**src/hdl/brse_pkg.sv**
```systemverilog
package brse_pkg;

    localparam int STACK_DEPTH_DEF = 64;

    localparam logic [2:0] CMD_PUSH_FACT = 3'd0;
    localparam logic [2:0] CMD_PUSH_CMP  = 3'd1;
    localparam logic [2:0] CMD_AND       = 3'd2;
    localparam logic [2:0] CMD_OR        = 3'd3;
    localparam logic [2:0] CMD_NOT       = 3'd4;
    localparam logic [2:0] CMD_HALT      = 3'd5;

    localparam logic [2:0] REL_LT = 3'd0;
    localparam logic [2:0] REL_LE = 3'd1;
    localparam logic [2:0] REL_GT = 3'd2;
    localparam logic [2:0] REL_GE = 3'd3;
    localparam logic [2:0] REL_EQ = 3'd4;
    localparam logic [2:0] REL_NE = 3'd5;

    localparam logic [1:0] ST_OK    = 2'd0;
    localparam logic [1:0] ST_HALT  = 2'd1;
    localparam logic [1:0] ST_UNDER = 2'd2;
    localparam logic [1:0] ST_OVER  = 2'd3;

    typedef enum logic [1:0] {
        CELL_HOLD,
        CELL_LOAD_ABOVE,
        CELL_LOAD_BELOW
    } t_cell_mode;

    typedef struct packed {
        logic [2:0]         cmd;
        logic               fact_flag;
        logic signed [31:0] fact_value;
        logic [2:0]         relation;
        logic signed [31:0] operand_value;
    } t_in_item;

    typedef struct packed {
        logic [1:0] status;
        logic       verdict;
    } t_out_item;

endpackage

```
**src/hdl/boolean_rule_stack_evaluator.sv**
```systemverilog
// the result of an accepted instruction is written straight into the output register
// throughput: one instruction per cycle unless stalled; the stack is a row of one-bit shift cells
// with the top entry in cell 0; a push shifts every cell down, AND and OR shift every cell up
// a new instruction is taken while the previous result waits, unless it is stalled
// reset: synchronous active low, clears the depth counter and the output valid;
// the stack cells are not cleared
module boolean_rule_stack_evaluator #(
    parameter int STACK_DEPTH = brse_pkg::STACK_DEPTH_DEF
) (
    input  logic                i_clk,
    input  logic                i_rst_n,
    input  logic                i_in_valid,
    output logic                o_in_stall,
    input  brse_pkg::t_in_item  i_in_data,
    output logic                o_out_valid,
    input  logic                i_out_stall,
    output brse_pkg::t_out_item o_out_data
);

    localparam int DW = $clog2(STACK_DEPTH + 1);

    logic [DW-1:0]        r_depth;
    logic [DW-1:0]        n_depth;
    logic                 r_out_valid;
    brse_pkg::t_out_item  r_out_data;
    brse_pkg::t_out_item  n_out_data;

    logic                 w_accept;
    logic                 w_cmp;
    logic                 w_top_new;
    brse_pkg::t_cell_mode w_top_mode;
    brse_pkg::t_cell_mode w_rest_mode;
    logic                 w_bits [STACK_DEPTH];

    assign o_in_stall = r_out_valid & i_out_stall;
    assign w_accept   = i_in_valid & ~o_in_stall;

    always_comb begin
        unique case (i_in_data.relation)
            brse_pkg::REL_LT: w_cmp = i_in_data.fact_value <  i_in_data.operand_value;
            brse_pkg::REL_LE: w_cmp = i_in_data.fact_value <= i_in_data.operand_value;
            brse_pkg::REL_GT: w_cmp = i_in_data.fact_value >  i_in_data.operand_value;
            brse_pkg::REL_GE: w_cmp = i_in_data.fact_value >= i_in_data.operand_value;
            brse_pkg::REL_EQ: w_cmp = i_in_data.fact_value == i_in_data.operand_value;
            brse_pkg::REL_NE: w_cmp = i_in_data.fact_value != i_in_data.operand_value;
            default:          w_cmp = 1'b0;
        endcase
    end

    always_comb begin
        n_depth            = r_depth;
        w_top_mode         = brse_pkg::CELL_HOLD;
        w_rest_mode        = brse_pkg::CELL_HOLD;
        w_top_new          = 1'b0;
        n_out_data.status  = brse_pkg::ST_OK;
        n_out_data.verdict = 1'b0;
        if (w_accept) begin
            unique case (i_in_data.cmd)
                brse_pkg::CMD_PUSH_FACT, brse_pkg::CMD_PUSH_CMP: begin
                    if (r_depth == DW'(STACK_DEPTH)) begin
                        n_out_data.status = brse_pkg::ST_OVER;
                    end else begin
                        w_top_new   = (i_in_data.cmd == brse_pkg::CMD_PUSH_FACT) ?
                                      i_in_data.fact_flag : w_cmp;
                        w_top_mode  = brse_pkg::CELL_LOAD_ABOVE;
                        w_rest_mode = brse_pkg::CELL_LOAD_ABOVE;
                        n_depth     = r_depth + DW'(1);
                    end
                end
                brse_pkg::CMD_AND, brse_pkg::CMD_OR: begin
                    if (r_depth < DW'(2)) begin
                        n_out_data.status = brse_pkg::ST_UNDER;
                    end else begin
                        w_top_new   = (i_in_data.cmd == brse_pkg::CMD_AND) ?
                                      (w_bits[0] & w_bits[1]) : (w_bits[0] | w_bits[1]);
                        w_top_mode  = brse_pkg::CELL_LOAD_ABOVE;
                        w_rest_mode = brse_pkg::CELL_LOAD_BELOW;
                        n_depth     = r_depth - DW'(1);
                    end
                end
                brse_pkg::CMD_NOT: begin
                    if (r_depth == '0) begin
                        n_out_data.status = brse_pkg::ST_UNDER;
                    end else begin
                        w_top_new  = ~w_bits[0];
                        w_top_mode = brse_pkg::CELL_LOAD_ABOVE;
                    end
                end
                brse_pkg::CMD_HALT: begin
                    if (r_depth == '0) begin
                        n_out_data.status = brse_pkg::ST_UNDER;
                    end else begin
                        n_out_data.status  = brse_pkg::ST_HALT;
                        n_out_data.verdict = w_bits[0];
                        n_depth            = '0;
                    end
                end
                default: begin
                    n_out_data.status = brse_pkg::ST_OK;
                end
            endcase
        end
    end

    for (genvar g = 0; g < STACK_DEPTH; g++) begin : g_cell
        logic                 w_above;
        logic                 w_below;
        brse_pkg::t_cell_mode w_mode;
        if (g == 0) begin : g_top
            assign w_above = w_top_new;
            assign w_mode  = w_top_mode;
        end else begin : g_mid
            assign w_above = w_bits[g-1];
            assign w_mode  = w_rest_mode;
        end
        if (g == STACK_DEPTH - 1) begin : g_last
            assign w_below = 1'b0;
        end else begin : g_next
            assign w_below = w_bits[g+1];
        end
        brse_cell u_cell (
            .i_clk        (i_clk),
            .i_mode       (w_mode),
            .i_from_above (w_above),
            .i_from_below (w_below),
            .o_bit        (w_bits[g])
        );
    end

    always_ff @(posedge i_clk) begin
        if (!i_rst_n) begin
            r_depth     <= '0;
            r_out_valid <= 1'b0;
        end else begin
            r_depth <= n_depth;
            if (w_accept) begin
                r_out_valid <= 1'b1;
            end else if (!i_out_stall) begin
                r_out_valid <= 1'b0;
            end
        end
    end

    always_ff @(posedge i_clk) begin
        if (w_accept) begin
            r_out_data <= n_out_data;
        end
    end

    assign o_out_valid = r_out_valid;
    assign o_out_data  = r_out_data;

    a_depth_bound: assert property (@(posedge i_clk) disable iff (!i_rst_n)
        r_depth <= DW'(STACK_DEPTH))
        else $error("stack depth beyond capacity");

    a_full_push: assert property (@(posedge i_clk) disable iff (!i_rst_n)
        (w_accept && r_depth == DW'(STACK_DEPTH) &&
         (i_in_data.cmd == brse_pkg::CMD_PUSH_FACT || i_in_data.cmd == brse_pkg::CMD_PUSH_CMP))
        |=> (r_depth == DW'(STACK_DEPTH) && o_out_data.status == brse_pkg::ST_OVER))
        else $error("push on full stack changed depth or missed overflow");

    a_halt_empties: assert property (@(posedge i_clk) disable iff (!i_rst_n)
        (w_accept && i_in_data.cmd == brse_pkg::CMD_HALT && r_depth != '0)
        |=> (r_depth == '0 && o_out_data.status == brse_pkg::ST_HALT))
        else $error("halt did not empty the stack");

    a_result_follows: assert property (@(posedge i_clk) disable iff (!i_rst_n)
        w_accept |=> o_out_valid)
        else $error("accepted transaction produced no result");

endmodule

```
**src/hdl/brse_cell.sv**
```systemverilog
module brse_cell (
    input  logic                  i_clk,
    input  brse_pkg::t_cell_mode  i_mode,
    input  logic                  i_from_above,
    input  logic                  i_from_below,
    output logic                  o_bit
);

    logic r_bit;
    logic n_bit;

    always_comb begin
        unique case (i_mode)
            brse_pkg::CELL_LOAD_ABOVE: n_bit = i_from_above;
            brse_pkg::CELL_LOAD_BELOW: n_bit = i_from_below;
            default:                   n_bit = r_bit;
        endcase
    end

    always_ff @(posedge i_clk) begin
        r_bit <= n_bit;
    end

    assign o_bit = r_bit;

endmodule
```
**config.mk**
```make
export PLATFORM = sky130hd
export DESIGN_NAME = boolean_rule_stack_evaluator
export DESIGN_NICKNAME = d
export VERILOG_FILES = /design/src/hdl/brse_pkg.sv /design/src/hdl/boolean_rule_stack_evaluator.sv /design/src/hdl/brse_cell.sv
export SDC_FILE = /design/constraint.sdc
export NUM_CORES = 1
export LEC_CHECK = 0
export BUFFER_PORTS_ARGS = -buffer_cell sky130_fd_sc_hd__buf_2
export CAP_MARGIN = 20
export CORE_MARGIN = 2
export CORE_UTILIZATION = 45
export DETAILED_ROUTE_END_ITERATION = 12
export GPL_TIMING_DRIVEN = 0
export MAX_ROUTING_LAYER = met4
export PLACE_DENSITY = 0.7
export SLEW_MARGIN = 10
export SYNTH_ARGS = -nofsm -noshare
export SYNTH_HDL_FRONTEND = slang
export SYNTH_SLANG_ARGS = --single-unit
export TNS_END_PERCENT = 10
```
**constraint.sdc**
```tcl
create_clock -name i_clk -period 9.3 [get_ports i_clk]
set_input_delay 0.93 -clock i_clk [delete_from_list [all_inputs] [get_ports i_clk]]
set_output_delay 0.93 -clock i_clk [all_outputs]
set_load 0.1 [all_outputs]
```
# Word-level counts from Yosys, hierarchy flattened
# Index checks and enable logic that the tools add are counted.
# Widths: inputs -> output; s select.
# word_totals
ff_bits	75
latch_bits	0
mem_bits_rw	0
mem_bits_ro	0
in_bits	75
output_inout_bits	5
n_memories	0
# classes
add_sub_neg	2
mul	0
n_div	0
n_lt_le_gt_ge	5
eq_ne	21
shift	0
n_mux	91
n_bitwise	7
reduce_logical	10
# ops
operator	count
$pmux 1 s2	64
$eq 32x32->1	1
$ge 32x32->1	1
$gt 32x32->1	1
$le 32x32->1	1
$lt 32x32->1	1
$ne 32x32->1	1
$mux 7	3
$pmux 7 s3	1
$eq 3x2->1 const B	4
$eq 3x3->1 const B	4
$mux 1	12
$mux 2	6
$pmux 2 s4	1
$add 7x1->7 const B	1
$eq 7x7->1 const B	1
$logic_not 7->1	1
$lt 7x2->1 const B	1
$sub 7x1->7 const B	1
$eq 3x1->1 const B	2
$logic_not 3->1	2
$ne 2x2->1 const B	3
$pmux 1 s3	2
$pmux 1 s6	1
13 further kinds	20

# Depth between registers and ports, before layout
# Gate-level depths: netlist of run 1.
# logic_depth
ltp_word	7
depth_mapped	11
mapped_depth_nobuf	10

# Hierarchy
# Synthesis of run 1 repeated with hierarchy kept, for this count alone.
# unflattened
hier_cells	562
area_unflattened_um2	5973.2
# modules_own_cells
mod	n_inst	cells_per_inst	area_each_um2	seq_area_each_um2
brse_cell	64	5	65.1	30.0
boolean_rule_stack_evaluator	1	242	1809.2	250.2

# Least setup slack after synthesis of run 1
# Ideal clock, no wire load.
# synth_path
kind	register to register
start	register r_out_valid (netlist: o_out_valid)
end	register g_cell[10].u_cell.r_bit, enable pin
t_arrival_ns	3.698
required_ns	8.883
path_slack_ns	5.184
path_stages_with_launch	7
n_path_buf	0
synth_period_minus_slack_ns	4.116
path_cell_list	dfxtp_1 and2_1 nor2b_2 nand2_1 nor2_1 ha_1 inv_1
# synth_via
elab_chain_cells	6
word_cells_on_any_way	7
classes_between	2 x eq/ne; 1 x mux; 3 x bitwise; 1 x reduce/logical
# synth_lines
element	line	source
from (decl)	boolean_rule_stack_evaluator.sv:24	logic r_out_valid;
from (signal assigned)	boolean_rule_stack_evaluator.sv:133	r_out_valid <= 1'b0;
from (signal assigned)	boolean_rule_stack_evaluator.sv:137	r_out_valid <= 1'b1;
from (signal assigned)	boolean_rule_stack_evaluator.sv:139	r_out_valid <= 1'b0;
$and 1x1->1 *	boolean_rule_stack_evaluator.sv:35	assign o_in_stall = r_out_valid & i_out_stall;
named net o_in_stall	boolean_rule_stack_evaluator.sv:13	output logic o_in_stall,
$not 1->1 *	boolean_rule_stack_evaluator.sv:36	assign w_accept = i_in_valid & ~o_in_stall;
$and 1x1->1 *	boolean_rule_stack_evaluator.sv:36	
named net w_accept	boolean_rule_stack_evaluator.sv:28	logic w_accept;
$mux 2 *	boolean_rule_stack_evaluator.sv:57	if (w_accept) begin
$eq 2x1->1 / $eq 2x2->1 (equally long branches)	brse_cell.sv:13	unique case (i_mode)
$reduce_bool 2->1 (no source line) *	--	
to (signal assigned)	brse_cell.sv:21	r_bit <= n_bit;
to (decl)	brse_cell.sv:9	logic r_bit;
# The timed path passes the listed nets; every way through them passes the cells marked *.
# A chain may end at the register's enable or synchronous reset.

# Final worst setup path of run 1
# layout_path
start	input port i_in_data[70] in the netlist's numbering
end	register g_cell[25].u_cell.r_bit, data pin
# layout_via
elab_chain_cells	6
word_cells_on_any_way	11
classes_between	5 x eq/ne; 3 x mux; 3 x reduce/logical
# layout_lines
element	line	source
from (decl)	boolean_rule_stack_evaluator.sv:14	input brse_pkg::t_in_item i_in_data,
$eq 3x2->1 (tied with other cells)	boolean_rule_stack_evaluator.sv:58	unique case (i_in_data.cmd)
$reduce_or 2->1	boolean_rule_stack_evaluator.sv:58	
$pmux 2 s2 *	boolean_rule_stack_evaluator.sv:58	
$mux 2 *	boolean_rule_stack_evaluator.sv:57	
$eq 2x2->1 / $eq 2x1->1 (equally long branches)	brse_cell.sv:13	
$pmux 1 s2 *	brse_cell.sv:13	
named net g_cell[25].u_cell.n_bit	brse_cell.sv:10	logic n_bit;
to (signal assigned)	brse_cell.sv:21	
to (decl)	brse_cell.sv:9	
# Marked as above.

==> flow_summary.toml, run 1 <==
[power_and_ir_drop]
switchingPower_w = 0.0001835
clkPwrFrac = 0.321
power.internal_w = 0.0005581
ir_drop_mv = 0.07836
p_leak_nw = 2.163
pwr-share-seq = 0.527
p_sw_frac = 0.2474
total_power_w = 0.0007416
power_density_nw_per_um2 = 141.1
combinationalPowerShare = 0.152

[critical_path]
worstSetupPathType = "in2reg"
cp-startpoint = "i_in_data[70]"
startpoint_type = "input pin"
worstPathArrival_ns = 3.23
reg2reg_to = "g_cell[25].u_cell.o_bit$_DFFE_PP_"
endpoint = "g_cell[25].u_cell.o_bit$_DFFE_PP_"
end_kind = "flip-flop"
rrSetupSlack_ns = 6.44
required_ns = 9.39
crit-reg2reg-launch = "r_depth[4]$_SDFFE_PN0P_"
crit_path_max_fanout = 10
reg2reg_depth = 9

[timing]
fin_crit_sh = 0.3379
min_period_ns = 3.143
skew_ns = 0.009161
slew_violations = 0
worst_pin_slew_ns = 0.7188
fmax_mhz = 318.2
slew_headroom = 0.5198
rsz0062_at_grt = "no"
setup_viol = 0
setup_tns_ns = 0
hold_violations = 0

[synthesis]
ys_warn_count = 0
syn_area_per_cell_um2 = 12.09
yosysTopAreaCell = "edfxtp_1"
synth_enable_flop_cells = 67
ys_types = 51
synthesis.nets = 483
ys_ff_latch = 75
syn_area_um2 = 4461
postSynthCellCount = 369
synth_top_area_share = 0.4511
ys.flop_type = "edfxtp_1"
ys_seq_area_frac = 0.4870
synthArstFlopShare = 0
synthTopCellsByArea = "edfxtp_1 (45%), mux2_2 (16%), ha_1 (11%)"

[layout]
final.fill_count = 835
seq_area_um2 = 2172
final_common_cell = "buf_2"
nNetsFinal = 573
antenna_cells = 0
multi_input_area_um2 = 2071
stdcell_count = 596
area_delta_synth_final_pct = 17.84
layout-drive-gt1-share = 0.3737
final_cell_mix = "buf_2 (77), edfxtp_1 (67), mux2_2 (63)"

[clock_network]
cts_sinks = 75
clock_latency_ns = 0.34
holdBufCountCts = 0
htree_levels = 3
tritoncts = "built"
cts_setup_buffers = 0
cts_resized = 0
path_clk_slew_ns = 0.08
clk_path_buf_depth = 2
root_buffer = "clkbuf_8"
cts_buffers = 9

[routing]
finalWirelength_um = 7667
drc = 0
antenna_left = 0
wl_per_cell_um = 12.86
vias = 3032
avgViaCountPerCell = 5.087
drtIter0Drc = 129
firstDrtPassIters = 4

[die]
die_x_um = 103.6
io_pins = 80
die-area_um2 = 10720
start_util = 0.4606
die_h_um = 103.6
core_area_um2 = 9684
fp-row-count = 36

[placed_design]
gp_congestion = 0.8075
place_inst = 581
port_buffers = 77
dpl.hpwl_um = 5990

[min_path]
holdPathStages = 2
min_path_type = "reg2reg"
hold_path_startpoint = "r_depth[2]$_SDFFE_PN0P_"

[grt]
first_global_vias = 3176
grt_overflow = 0
grt_antenna_before_repair = 0
grt_pass1_wl_um = 13550
grt_max_degree = 24
grt_use_total = 0.1561

[run]
maxCapViolCount = 0

[status]
status = "complete, no violations"
[registers in the layout, summed over array words and instances, names as in the netlist]
register             cells
o_out_data               3
g_cell.u_cell.o_bit     64
r_depth                  7
o_out_valid              1
[layer usage]
layer / part of all wire / global-route usage / vias up
met5: 0 / - / -
met4: 0.013 / 0.04826 / 0
met3: 0.039 / 0.04342 / 12
met2: 0.53 / 0.2781 / 54
met1: 0.42 / 0.1695 / 1425
li1: - / - / 1541
[synthesized netlist by cell type, types with 2 or more instances]
| master | instances |
|---|---|
| ha_1 | 38 |
| mux2_2 | 63 |
| nor3_1 | 6 |
| inv_1 | 42 |
| buf_6 | 2 |
| a21oi_1 | 24 |
| xnor2_1 | 2 |
| a221o_1 | 2 |
| mux2i_1 | 3 |
| nand3_1 | 5 |
| a2111oi_2 | 2 |
| nor2_1 | 14 |
| nor3b_1 | 2 |
| nor2b_2 | 2 |
| a21o_1 | 6 |
| o21ai_0 | 7 |
| and4_1 | 3 |
| and2_1 | 2 |
| clkbuf_1 | 2 |
| nor4_1 | 2 |
| nand4_1 | 5 |
| edfxtp_1 | 67 |
| nor2b_1 | 10 |
| nand2_1 | 16 |
| nor4b_1 | 2 |
| buf_1 | 5 |
| o21ai_1 | 4 |
| dfxtp_1 | 8 |
[cells by family (layout without fill, tap and decap cells)]
kind of cell	count (synthesis)	count (layout)	synth area share
buffers and inverters	53	147	0.04881
multiplexers	66	66	0.1658
AO/OA/AOI/OAI	54	54	0.07855
flip-flops	75	75	0.4870
AND/OR/NAND/NOR	78	78	0.1007
adder cells (fa/ha/maj)	40	40	0.1133
XOR/XNOR	3	3	0.005892
[through the flow]
step / util / area, µm² / hold slack, ns / setup WS, ns
after floorplan: - / 4461 / 0.5079 / 5.184
final: 0.5428 / 5256 / 0.5513 / 6.157
after global routing: 0.5428 / 5256 / 0.5738 / 5.947
after detailed placement: 0.5233 / 5067 / 0.5412 / 5.759
after CTS: 0.5428 / 5256 / 0.5544 / 6.155
after global placement: 0.5176 / 5012 / 0.5275 / 5.138
[power by group through the flow]
stage | logic [W] | clock network, W | registers (W)
2_1_floorplan | 0.0000684 | 0 | 0.000406
3_3_place_gp | 0.000106 | 0 | 0.000399
3_5_place_dp | 0.000113 | 0 | 0.000399
4_1_cts | 0.000114 | 0.000248 | 0.000391
5_1_grt | 0.000127 | 0.000261 | 0.000393
6_report | 0.000113 | 0.000238 | 0.000391
[area by class of cell]
class | instances | area share
Sequential cell | 75 | 0.4132
Multi-Input combinational cell | 241 | 0.3940
Timing Repair Buffer | 79 | 0.08379
Tap cell | 133 | 0.03166
Inverter | 43 | 0.03071
Clock buffer | 9 | 0.02357
Clock inverter | 6 | 0.01238
Buffer | 10 | 0.01071
[worst max-delay path: stages]
cell and delay [ns]:
buf_4 0.14, nor2b_1 0.57, nand2_1 0.11, nor2_1 0.11, ha_1 0.15, clkbuf_1 0.35
buf_1 0.46, mux2_2 0.40
[worst min-delay path by stage]
stage	to	slack, ns
floorplan	r_depth[1]$_SDFFE_PN0P_	0.51
global placement	r_depth[1]$_SDFFE_PN0P_	0.53
detailed placement	r_depth[1]$_SDFFE_PN0P_	0.54
CTS	r_depth[1]$_SDFFE_PN0P_	0.55
global route	r_depth[1]$_SDFFE_PN0P_	0.57
finish	r_depth[2]$_SDFFE_PN0P_	0.55
No activity file was read; power rests on OpenSTA's default activity.
==> run 2, diff against run 1 <==
==> constraint.sdc (replaced) <==
create_clock -name i_clk -period 3.05 [get_ports i_clk]
set_input_delay 0.305 -clock i_clk [delete_from_list [all_inputs] [get_ports i_clk]]
set_output_delay 0.305 -clock i_clk [all_outputs]
set_load 0.1 [all_outputs]
==> flow_summary.toml, run 2 (synthesis results as in run 1) <==
[status]
status = "complete, no violations"

[grt]
grt_max_degree = 42
grt_overflow = 0
first_global_vias = 3166
grt_antenna_before_repair = 0
grt_use_total = 0.1511
grt_pass1_wl_um = 13140

[layout]
final_area_um2 = 5231
layout-drive-gt1-share = 0.3909
final_cell_mix = "buf_2 (77), edfxtp_1 (67), mux2_2 (63)"
area_delta_synth_final_pct = 17.28
largest_reg_flops = 64
antenna_cells = 0
final_common_cell = "buf_2"
nNetsFinal = 572

[die]
die-area_um2 = 10720
core_area_um2 = 9684
start_util = 0.4606
io_pins = 80
die_h_um = 103.6
die_x_um = 103.6
fp-row-count = 36

[routing]
finalWirelength_um = 7569
avgViaCountPerCell = 5.107
firstDrtPassIters = 6
antenna_left = 0
vias = 3044
wl_per_cell_um = 12.70
drtIter0Drc = 103
drc = 0

[timing]
worst_pin_slew_ns = 0.6842
setup_ws_ns = 0.3764
holdWs_ns = 0.1800
fin_crit_sh = 0.8766
slew_violations = 0
setup_tns_ns = 0
hold_violations = 0
setup_viol = 0
skew_ns = 0.009609
min_period_ns = 2.674
fmax_mhz = 374.0
rsz0062_at_grt = "no"
slew_headroom = 0.5429

[critical_path]
worstSetupPathType = "reg2reg"
required_ns = 3.14
critPathMaxStageDelay_ns = 0.37
crit_slowest_cell = "mux2_2"
crit_path_max_fanout = 10
cp_top_family = "simple AND/OR/NAND/NOR gates"
cp_num_buf_inv = 2
end_kind = "flip-flop"
worstPathCellList = "nor4_1 > nand2_1 > nor2_1 > nand2_1 > nand3_1 > ha_1 > clkbuf_1 > clkbuf_2 > mux2_2"
cp_common_cell = "nand2_1"
startpoint_type = "flip-flop"
worstPathArrival_ns = 2.77

[min_path]
min_path_type = "in2reg"

[placed_design]
preCtsSetupSlack_ns = 0.1916
post_dp_cell_area_um2 = 5040
port_buffers = 77
gp_congestion = 0.8143
dpl.hpwl_um = 5924

[clock_network]
root_buffer = "clkbuf_8"
cts_buffers = 9
tritoncts = "built"
cts_sinks = 75
clock_latency_ns = 0.35
htree_levels = 3
clk_path_buf_depth = 2
path_clk_slew_ns = 0.08

[power_and_ir_drop]
p_leak_nw = 2.159
ir_drop_mv = 0.2497
power_density_nw_per_um2 = 426.8
total_power_w = 0.002233

[run]
maxCapViolCount = 0
[run 2: cell types whose count changed in the layout (fill, tap and decap cells not counted), sizes merged]
cell,before,now
clkinv,3,1
clkinvlp,1,3
buf,87,81
bufinv,1,0
clkbuf,11,16
inv,44,46
[run 2: path summary, 6_finish.rpt]
kind,startpoint,to,slack [ns],cells past startpoint
setup / recovery,r_depth[4]$_SDFFE_PN0P_,g_cell[27].u_cell.o_bit$_DFFE_PP_,0.38,9
hold / removal,i_in_valid,o_out_valid$_SDFFE_PN0P_,0.18,2
setup reg to reg,r_depth[4]$_SDFFE_PN0P_,g_cell[27].u_cell.o_bit$_DFFE_PP_,0.38,9
hold reg to reg,r_depth[2]$_SDFFE_PN0P_,r_depth[2]$_SDFFE_PN0P_,0.54,2
[run 2: cell type report]
class	count	area, µm²
inverters	43	165.2
clock inverters	7	60.06
fillers	838	4453
multi-input cells	241	2073
clock buffers	9	123.9
plain buffers	10	63.81
flip-flops and latches	75	2173
well taps	133	166.4
repair buffers	78	405.4
[run 2: routing by layer]
metal | up-vias | part of all wire | track usage
li1 | 1543 | - | -
met1 | 1440 | 0.43 | 0.1700
met2 | 53 | 0.52 | 0.2682
met3 | 8 | 0.031 | 0.02895
met4 | 0 | 0.014 | 0.05502
met5 | - | 0 | -
[run 2: what timing repair did]
action,4_1_cts,5_1_grt
resized for setup,0,7
buffers inserted,0,0
hold buffers,0,0
setup endpoints to repair,0,58
[run 2: per-stage QoR]
stage,utilization,instances
3_5_place_dp,0.5204,580
2_1_floorplan,-,369
5_1_grt,0.5402,596
3_3_place_gp,0.5183,579
6_report,0.5402,596
4_1_cts,0.5394,596
[run 2: power by group]
part | internal (W) | switching (W)
logic | 0.000153 | 0.000185
registers | 0.00117 | 0.0000217
clock network | 0.000310 | 0.000393
==> run 3, diff against run 2 <==
--- a/config.mk
+++ b/config.mk
@@ -9,6 +9,7 @@
 export CAP_MARGIN = 20
 export CORE_MARGIN = 2
 export CORE_UTILIZATION = 45
+export CTS_BUF_LIST = sky130_fd_sc_hd__clkbuf_4
 export DETAILED_ROUTE_END_ITERATION = 12
 export GPL_TIMING_DRIVEN = 0
 export MAX_ROUTING_LAYER = met4
==> flow_summary.toml, run 3 (synthesis results as in run 1) <==
[power_and_ir_drop]
pwr-share-seq = 0.571
clkPwrFrac = 0.267
combinationalPowerShare = 0.162
p_sw_frac = 0.2784
total_power_w = 0.002086
power.internal_w = 0.001505
p_leak_nw = 2.125
switchingPower_w = 0.0005806
power_density_nw_per_um2 = 403.3
ir_drop_mv = 0.2334

[timing]
fmax_mhz = 353.3
min_period_ns = 2.830
fin_crit_sh = 0.9279
setup_ws_ns = 0.2199
worst_pin_slew_ns = 0.6863
slew_headroom = 0.5415
rsz0062_at_grt = "yes"
hold_violations = 0
setup_tns_ns = 0
skew_ns = 0.01530
setup_viol = 0
slew_violations = 0
holdWs_ns = 0.1081

[clock_network]
htree_levels = 3
clock_latency_ns = 0.41
tritoncts = "built"
path_clk_slew_ns = 0.13
clk_path_buf_depth = 2
cts_sinks = 75
cts_buffers = 9
cts_setup_buffers = 0
root_buffer = "clkbuf_4"

[layout]
final_cell_mix = "buf_2 (77), edfxtp_1 (67), mux2_2 (63)"
layout-drive-gt1-share = 0.3844
nNetsFinal = 572
antenna_cells = 0
area_delta_synth_final_pct = 15.93
largest_reg_flops = 64
final_common_cell = "buf_2"

[grt]
grt_max_degree = 42
grt_overflow = 0
grt_antenna_before_repair = 0
grt_pass1_wl_um = 13170
first_global_vias = 3141
grt_use_total = 0.1507

[routing]
met2_length_um = 4000
avgViaCountPerCell = 5.104
drt-met1-wl_um = 3294
antenna_left = 0
finalWirelength_um = 7615
vias = 3042
drtIter0Drc = 97
highest_layer = "met4"
firstDrtPassIters = 6
wl_per_cell_um = 12.78
drc = 0
wl_met3_um = 263

[critical_path]
worstSetupPathType = "reg2reg"
worstPathCellList = "nor4_1 > nand2_1 > nor2_1 > nand2_1 > nand3_1 > ha_1 > clkbuf_1 > buf_1 > mux2_2"
startpoint_type = "flip-flop"
required_ns = 3.23
worstPathArrival_ns = 3.01
end_kind = "flip-flop"
rrSetupSlack_ns = 0.22
cp_common_cell = "nand2_1"
crit_path_max_fanout = 10
crit_slowest_cell = "buf_1"
cp_num_buf_inv = 2
critPathMaxStageDelay_ns = 0.46
cp_top_family = "simple AND/OR/NAND/NOR gates"

[placed_design]
port_buffers = 77
preCtsSetupSlack_ns = 0.1916
dpl.hpwl_um = 5924
gp_congestion = 0.8143

[status]
status = "complete, no violations"

[run]
maxCapViolCount = 0

[die]
die_h_um = 103.6
io_pins = 80
die-area_um2 = 10720
die_x_um = 103.6
fp-row-count = 36
start_util = 0.4606
core_area_um2 = 9684

[min_path]
min_path_type = "in2reg"
[run 3: worst paths after layout]
| check | start | endpoint | cells after the start |
|---|---|---|---|
| max reg2reg | r_depth[4]$_SDFFE_PN0P_ | g_cell[52].u_cell.o_bit$_DFFE_PP_ | 9 |
| min reg2reg | r_depth[2]$_SDFFE_PN0P_ | r_depth[2]$_SDFFE_PN0P_ | 2 |
| max | r_depth[4]$_SDFFE_PN0P_ | g_cell[52].u_cell.o_bit$_DFFE_PP_ | 9 |
| min | i_in_valid | o_out_valid$_SDFFE_PN0P_ | 2 |
[run 3: stage by stage]
stage,cells,instance area [µm²],util
6_report,596,5171,0.5340
3_5_place_dp,580,5040,0.5204
4_1_cts,596,5167,0.5336
5_1_grt,596,5171,0.5340
3_3_place_gp,579,5020,0.5183
2_1_floorplan,369,4468,-
[run 3: area by class of cell]
| cell class | count | area [µm²] |
|---|---|---|
| tap | 133 | 166.4 |
| clock inverter | 7 | 60.06 |
| inverter | 43 | 165.2 |
| multi-input combinational | 241 | 2073 |
| fill | 852 | 4513 |
| buffer | 10 | 60.06 |
| sequential | 75 | 2173 |
| timing repair buffer | 78 | 405.4 |
| clock buffer | 9 | 67.56 |
[run 3: repair_timing]
item	4_1_cts	5_1_grt
gates resized for setup	0	4
hold buffers	0	0
endpoints found under the hold margin	0	0
endpoints found under the setup margin	0	57
[run 3: power by group through the flow]
stage	sequential (W)	clock, W	combinational [W]
6_report	0.00119	0.000556	0.000338
5_1_grt	0.00120	0.000629	0.000380
4_1_cts	0.00119	0.000581	0.000341
3_3_place_gp	0.00122	0	0.000325
2_1_floorplan	0.00124	0	0.000210
3_5_place_dp	0.00122	0	0.000341
[run 3: metal layers]
| metal | vias up | GRT usage |
|---|---|---|
| met5 | - | - |
| met4 | 0 | 0.04247 |
| met3 | 4 | 0.03084 |
| met2 | 51 | 0.2701 |
| met1 | 1443 | 0.1711 |
| li1 | 1544 | - |
